**config.mk**
```make
export PLATFORM = sky130hd
export DESIGN_NAME = ame_div
export DESIGN_NICKNAME = d
export VERILOG_FILES = /design/src/rtl/ame_pkg.sv /design/src/rtl/ame_div.sv
export SDC_FILE = /design/constraint.sdc
export NUM_CORES = 1
export LEC_CHECK = 0
export BUFFER_PORTS_ARGS = -buffer_cell sky130_fd_sc_hd__buf_2
export CAP_MARGIN = 20
export CORE_MARGIN = 5
export CORE_UTILIZATION = 56
export DETAILED_ROUTE_END_ITERATION = 8
export PLACE_DENSITY = 0.82
export SYNTH_ARGS = -nofsm -noshare
export SYNTH_HDL_FRONTEND = slang
export SYNTH_SLANG_ARGS = --single-unit
```
**constraint.sdc**
```tcl
create_clock -name i_clk -period 6.9 [get_ports i_clk]
set_input_delay 1.38 -clock i_clk [delete_from_list [all_inputs] [get_ports i_clk]]
set_output_delay 1.38 -clock i_clk [all_outputs]
set_load 0.02 [all_outputs]
```
**src/rtl/ame_pkg.sv**
```systemverilog
// Package with shared types, constants and command codes of the accumulator machine execute unit.
package ame_pkg;

    localparam int NUM_REGS   = 32;
    localparam int REG_AW     = 5;
    localparam int LINE_W     = 10;
    localparam int ADDR_W     = 20;

    typedef enum logic [3:0] {
        CMD_ADD  = 4'd0,
        CMD_SUB  = 4'd1,
        CMD_MUL  = 4'd2,
        CMD_DIV  = 4'd3,
        CMD_REM  = 4'd4,
        CMD_ADDI = 4'd5,
        CMD_SUBI = 4'd6,
        CMD_STI  = 4'd7,
        CMD_STO  = 4'd8,
        CMD_STOM = 4'd9,
        CMD_DSP  = 4'd10,
        CMD_BEQ  = 4'd11,
        CMD_BLT  = 4'd12,
        CMD_JUMP = 4'd13,
        CMD_NOP0 = 4'd14,
        CMD_NOP1 = 4'd15
    } t_cmd;

    // Request to the shared divider and its answer.
    typedef struct packed {
        logic        start;
        logic [63:0] dividend;
        logic [63:0] divisor;
    } t_div_req;

    typedef struct packed {
        logic        done;
        logic [63:0] quotient;
        logic [63:0] remainder;
    } t_div_rsp;

    function automatic logic signed [31:0] sat32(input logic signed [65:0] x);
        if (x > 66'sd2147483647) begin
            return 32'sh7FFFFFFF;
        end else if (x < -66'sd2147483648) begin
            return 32'sh80000000;
        end
        return x[31:0];
    endfunction

endpackage

```
**src/rtl/ame_div.sv**
```systemverilog
// Restoring unsigned divider, 64 by 64 bits, one quotient bit per cycle.
module ame_div
    import ame_pkg::*;
(
    input  logic     i_clk,
    input  logic     i_rst_n,
    input  t_div_req i_req,
    output t_div_rsp o_rsp
);

    logic [63:0] r_quo;
    logic [64:0] r_rem;
    logic [63:0] r_den;
    logic [6:0]  r_cnt;
    logic        r_busy;
    logic        r_done;
    logic [64:0] w_shift;
    logic [64:0] w_diff;

    assign w_shift = {r_rem[63:0], r_quo[63]};
    assign w_diff  = w_shift - {1'b0, r_den};

    always_ff @(posedge i_clk) begin
        if (!i_rst_n) begin
            r_busy <= 1'b0;
            r_done <= 1'b0;
            r_cnt  <= '0;
        end else begin
            r_done <= 1'b0;
            if (i_req.start) begin
                r_busy <= 1'b1;
                r_cnt  <= 7'd64;
                r_quo  <= i_req.dividend;
                r_den  <= i_req.divisor;
                r_rem  <= '0;
            end else if (r_busy) begin
                if (!w_diff[64]) begin
                    r_rem <= w_diff;
                    r_quo <= {r_quo[62:0], 1'b1};
                end else begin
                    r_rem <= w_shift;
                    r_quo <= {r_quo[62:0], 1'b0};
                end
                r_cnt <= r_cnt - 7'd1;
                if (r_cnt == 7'd1) begin
                    r_busy <= 1'b0;
                    r_done <= 1'b1;
                end
            end
        end
    end

    assign o_rsp.done      = r_done;
    assign o_rsp.quotient  = r_quo;
    assign o_rsp.remainder = r_rem[63:0];

endmodule

```
Word level (Yosys, flattened, before mapping). Cells that the tools add are included.

Register bits after elaboration: 201. Output and inout port bits: 129. Input bits: 131. Word-level logic and storage cells: 28.

Bitwise logic cells: 2. Reductions and logical operators: 5. $add $sub $neg: 2. Eq/ne operators: 1. Mux-type cells: 11.

Operator list (count): $mux W64 (4); $sub A65 B64 Y65 (1); $mux W7 (2); $eq A7 B1 Y1 const B (1); $sub A7 B1 Y7 const B (1); $mux W1 (5); $reduce_and A2 Y1 (2); $reduce_or A3 Y1 (1); $not A1 Y1 (2); $reduce_bool A2 Y1 (1); $reduce_or A2 Y1 (1).

Logic depth before layout (Yosys ltp).
Depth after elaboration: 4. Depth in mapped cells: 15. Gate-level depth less buffers: 13.

Worst setup path before layout. Ideal clock, no wire load.

Kind: input port to flip-flop. Start point: in i_req[128] (netlist bit). End point: reg r_busy. Buffers on the path: 2. Library setup time: 0.071 ns. Stages: 4. Data required time: 6.829 ns. Path slack: 1.604 ns. Data arrival time: 5.225 ns. Cells stage by stage: clkbuf_1 > clkbuf_1 > o21a_1 > o41a_1.

Longest elaborated chain between the ends: 1.

RTL lines: start: declaration (RTL line ame_div.sv:7) `input t_div_req i_req,`; $mux W1 (RTL line ame_div.sv:30) `if (i_req.start) begin`; end signal: assignment (RTL line ame_div.sv:25) `r_busy <= 1'b0;`; end signal: assignment (RTL line ame_div.sv:31) `r_busy <= 1'b1;`; end signal: assignment (RTL line ame_div.sv:46) `r_busy <= 1'b0;`; end: declaration (RTL line ame_div.sv:15) `logic r_busy;`.

No other way between the ends. A chain may end at the register's enable or synchronous reset.

Worst setup path in the final report.
Start point: reg r_rem[35]. End point: reg r_rem[41] (data pin).

Longest elaborated chain between the ends: 3.

RTL lines: start: declaration (RTL line ame_div.sv:12) `logic [64:0] r_rem;`; start signal: assignment (RTL line ame_div.sv:38) `r_rem <= w_diff;`; start signal: assignment (RTL line ame_div.sv:41) `r_rem <= w_shift;`; $sub A65 B64 Y65 (RTL line ame_div.sv:21) `assign w_diff = w_shift - {1'b0, r_den};`; $mux W64 (RTL line ame_div.sv:37) `if (!w_diff[64]) begin`; $mux W64 (RTL line ame_div.sv:36) `end else if (r_busy) begin`.

No other way between the ends. The select of a mux whose other input is x is not followed.

==> run_results.csv <==
group,metric,value,unit
placed_design,place_congestion,0.891,
sta,tightest_slew,1.03,ns
sta,slew_viol_final,0,
clock_network,holdBufCountCts,0,
route,vias_per_cell,6.03,
global_routing,busiest_layer,"met2",
route,drc_errors,0,
synthesis,yosysUniqueCellTypes,70,
hold_path,hold-path-cell-count,1,
power,power_density,268,nW/µm²
route,vias,10196,
synthesis,synthFlopType,"edfxtp_1",
worst_setup_path,cp.required,7.24,ns
clock_network,clock_path_buffers,3,
clock_network,cts_buffers,22,
job,cap_violations,0,
global_routing,met3_usage,8.28,%
synthesis,postSynthAreaPerCell,10.4,µm²
worst_setup_path,worstPathArrival,4.92,ns
hold_path,worstHoldStart,"r_cnt[6]",
layout,fill_cells,1678,
synthesis,synth-async-reset-ratio,0,%
synthesis,synth_area,12200,µm²
global_routing,grt_pass1_vias,10215,
power,ir_worst_vdd,0.000240,V
synthesis,synthTopCellsByArea,"edfxtp_1 (47%), ha_1 (6.8%), a21oi_1 (5.9%), mux2_2 (5.8%), o21ai_0 (3.9%)",
die,dieArea,24900,µm²
sta,finClkSkew,0.0213,ns
worst_setup_path,end_kind,"flip-flop",
synthesis,synth-edff-count,192,
clock_network,numClockSinks,201,
worst_setup_path,ff2ff_setup_slack,2.32,ns
sta,min_period,4.58,ns
die,start_util,56.4,%
sta,layout_setup_ws,2.32,ns
sta,timing.setup.tns,0,ns
placed_design,io_buffers,259,
synthesis,yosys_warnings,0,
sta,rsz0062_at_grt,"false",
sta,hold_violations,0,
global_routing,grt_max_degree,78,
placed_design,pre_cts_slack,2.33,ns
synthesis,ys_ff_latch,201,
sta,finalCritPeriodShare,66.4,%
synthesis,syn-num-nets,1378,
synthesis,syn_inst,1180,
layout,drive_above_1_share,26.9,%
hold_path,hold_path.class,"flip-flop to flip-flop",
global_routing,grt_usage,26.2,%
die,die_x,158,µm
power,p_leak,6.03,nW
sta,relSlewSlack,31.1,%
placed_design,dp_hpwl,24500,µm
die,coreArea,21700,µm²
synthesis,synthTopCellsByCount,"edfxtp_1 (192), a21oi_1 (143), o21ai_0 (96)",
clock_network,cts_tree,"done",
clock_network,cts.htree.levels,1,
worst_setup_path,setup.worst_path.class,"flip-flop to flip-flop",
synthesis,seq_area_frac_synth,48.6,%
die,num_rows,54,
worst_setup_path,cp-start-kind,"flip-flop",
route,drt_iter0_markers,735,
global_routing,use_met1,32.9,%
synthesis,synth_area_leader_cell,"edfxtp_1",
route,ant_nets,0,
global_routing,overflow,0,
global_routing,grt_pass1_wl,52800,µm
synthesis,synth_most_common_cell,"edfxtp_1",
clock_network,post_cts_resized,0,
route,drt-wirelength-per-cell,19.7,µm
die,fp.dieH,158,µm
sta,finalSetupViolCount,0,
worst_setup_path,r2r_start,"r_rem[35]",
clock_network,clk_transition_reported_paths,0.06,ns
worst_setup_path,path_max_fanout,36,
layout,area_delta_synth_final,17.6,%
global_routing,use_met2,44.0,%
sta,max_freq,218,MHz
route,first_pass_iters,5,
layout,nNetsFinal,1595,
worst_setup_path,rr_worst_depth,12,
die,io_pins,260,
clock_network,post-cts-setup-buffers,0,
clock_network,worst_skew_pair.late_latency,0.52,ns
global_routing,antenna_found_initial,3,
outcome,status,"finished clean",
route,wirelength,33400,µm
clock_network,cts_root_buffer,"clkbuf_16",
hold_path,whs_endpoint,"r_done",
worst_setup_path,r2r_end,"r_rem[41]",
synthesis,synth_top_area_share,47.2,%
per-layer routing:
| metal | up-vias | part of all wire, % |
|---|---|---|
| met3 | 69 | 11 |
| met2 | 489 | 48 |
| met4 | 6 | 2.7 |
| li1 | 4833 | - |
| met5 | - | 0.084 |
| met1 | 4799 | 38 |
worst max-delay path, cell delays in order (launching register included):
cell	delay, ns
edfxtp_1	0.41
ha_1	0.51
nand4_2	0.21
or3_1	0.39
nor4_1	0.36
nand2_1	0.10
a211oi_1	0.40
o211ai_2	0.17
nand3_2	0.15
and3_1	0.83
buf_4	0.47
o21ai_0	0.18
a21oi_1	0.21
through the flow:
| step | utilization (%) | hold slack, ns | power (mW) | instances | area (µm²) |
|---|---|---|---|---|---|
| 2_1_floorplan | - | 0.441 | 2.40 | 1180 | 12200 |
| 3_3_place_gp | 62.9 | 0.468 | 2.68 | 1651 | 13600 |
| 3_5_place_dp | 62.9 | 0.482 | 2.71 | 1652 | 13700 |
| 4_1_cts | 66.1 | 0.495 | 3.86 | 1688 | 14300 |
| 5_1_grt | 66.3 | 0.527 | 4.06 | 1689 | 14400 |
| 6_report | 66.3 | 0.493 | 3.85 | 1690 | 14400 |
report_power, final:
group | switching [mW] | total (mW) | internal [mW]
Combinational | 0.727 | 1.18 | 0.449
Clock | 0.487 | 1.14 | 0.649
Sequential | 0.0648 | 1.54 | 1.47
layout make-up:
class                   instances  area (µm²)  share of cell area [%]
diodes                          1        2.50                  0.0174
clock buffers                  27         632                    4.40
clock inverters                 9        61.3                   0.426
inverters                      84         315                    2.19
multi-input cells             820        5670                    39.4
flip-flops and latches        201        5950                    41.4
well taps                     280         350                    2.44
repair buffers                268        1400                    9.73
worst max path at each step:
stage               startpoint  slack [ns]  cells past startpoint   endpoint
floorplan           i_req[128]        1.60                      4     r_busy
global placement     r_rem[34]        2.49                     12  r_rem[13]
detailed placement   r_rem[36]        2.33                     12  r_rem[13]
CTS                  r_rem[36]        2.34                     12  r_rem[16]
global route         r_rem[36]        1.88                     12  r_rem[40]
finish               r_rem[35]        2.32                     12  r_rem[41]
registers in the layout, summed over array words and instances (netlist names):
name / flops
r_rem: 64
r_den: 64
r_busy: 1
r_done: 1
r_quo: 64
r_cnt: 7
layout by cell type, fill, tap and decap left out, types with 6 or more instances in the layout:
master     synthesis  routed
o21a_1             9       8
or3_1             12      12
ha_1              66      66
o211ai_1           7       7
and3_1            10      10
o31ai_1            6       6
buf_2             10     258
a31oi_1           10      10
o21bai_1          16      16
nand3_1           57      56
a21o_1            32      32
xor2_1            21      21
dfxtp_1            9       9
nand4_1           24      24
inv_1             84      84
mux2_2            63      63
nor2b_1            8       8
o21ai_0           96      96
clkbuf_16          0      24
nor3_1            13      13
a21oi_1          143     143
nand2b_1           7       7
nand2_1           63      63
edfxtp_1         192     192
nor2_1            37      37
buf_4              2       8
xnor2_1           36      36
a211oi_1          13      13
nor4_1             6       6
cell families after synthesis:
family,after synthesis,share of synthesized area [%]
compound gates,371,18.3
simple gates,261,11.0
flops,201,48.6
buf+inv,159,5.17
fa+ha+maj,67,6.92
mux,64,5.88
xor+xnor,57,4.08
Power figures use the tool's default switching activity.
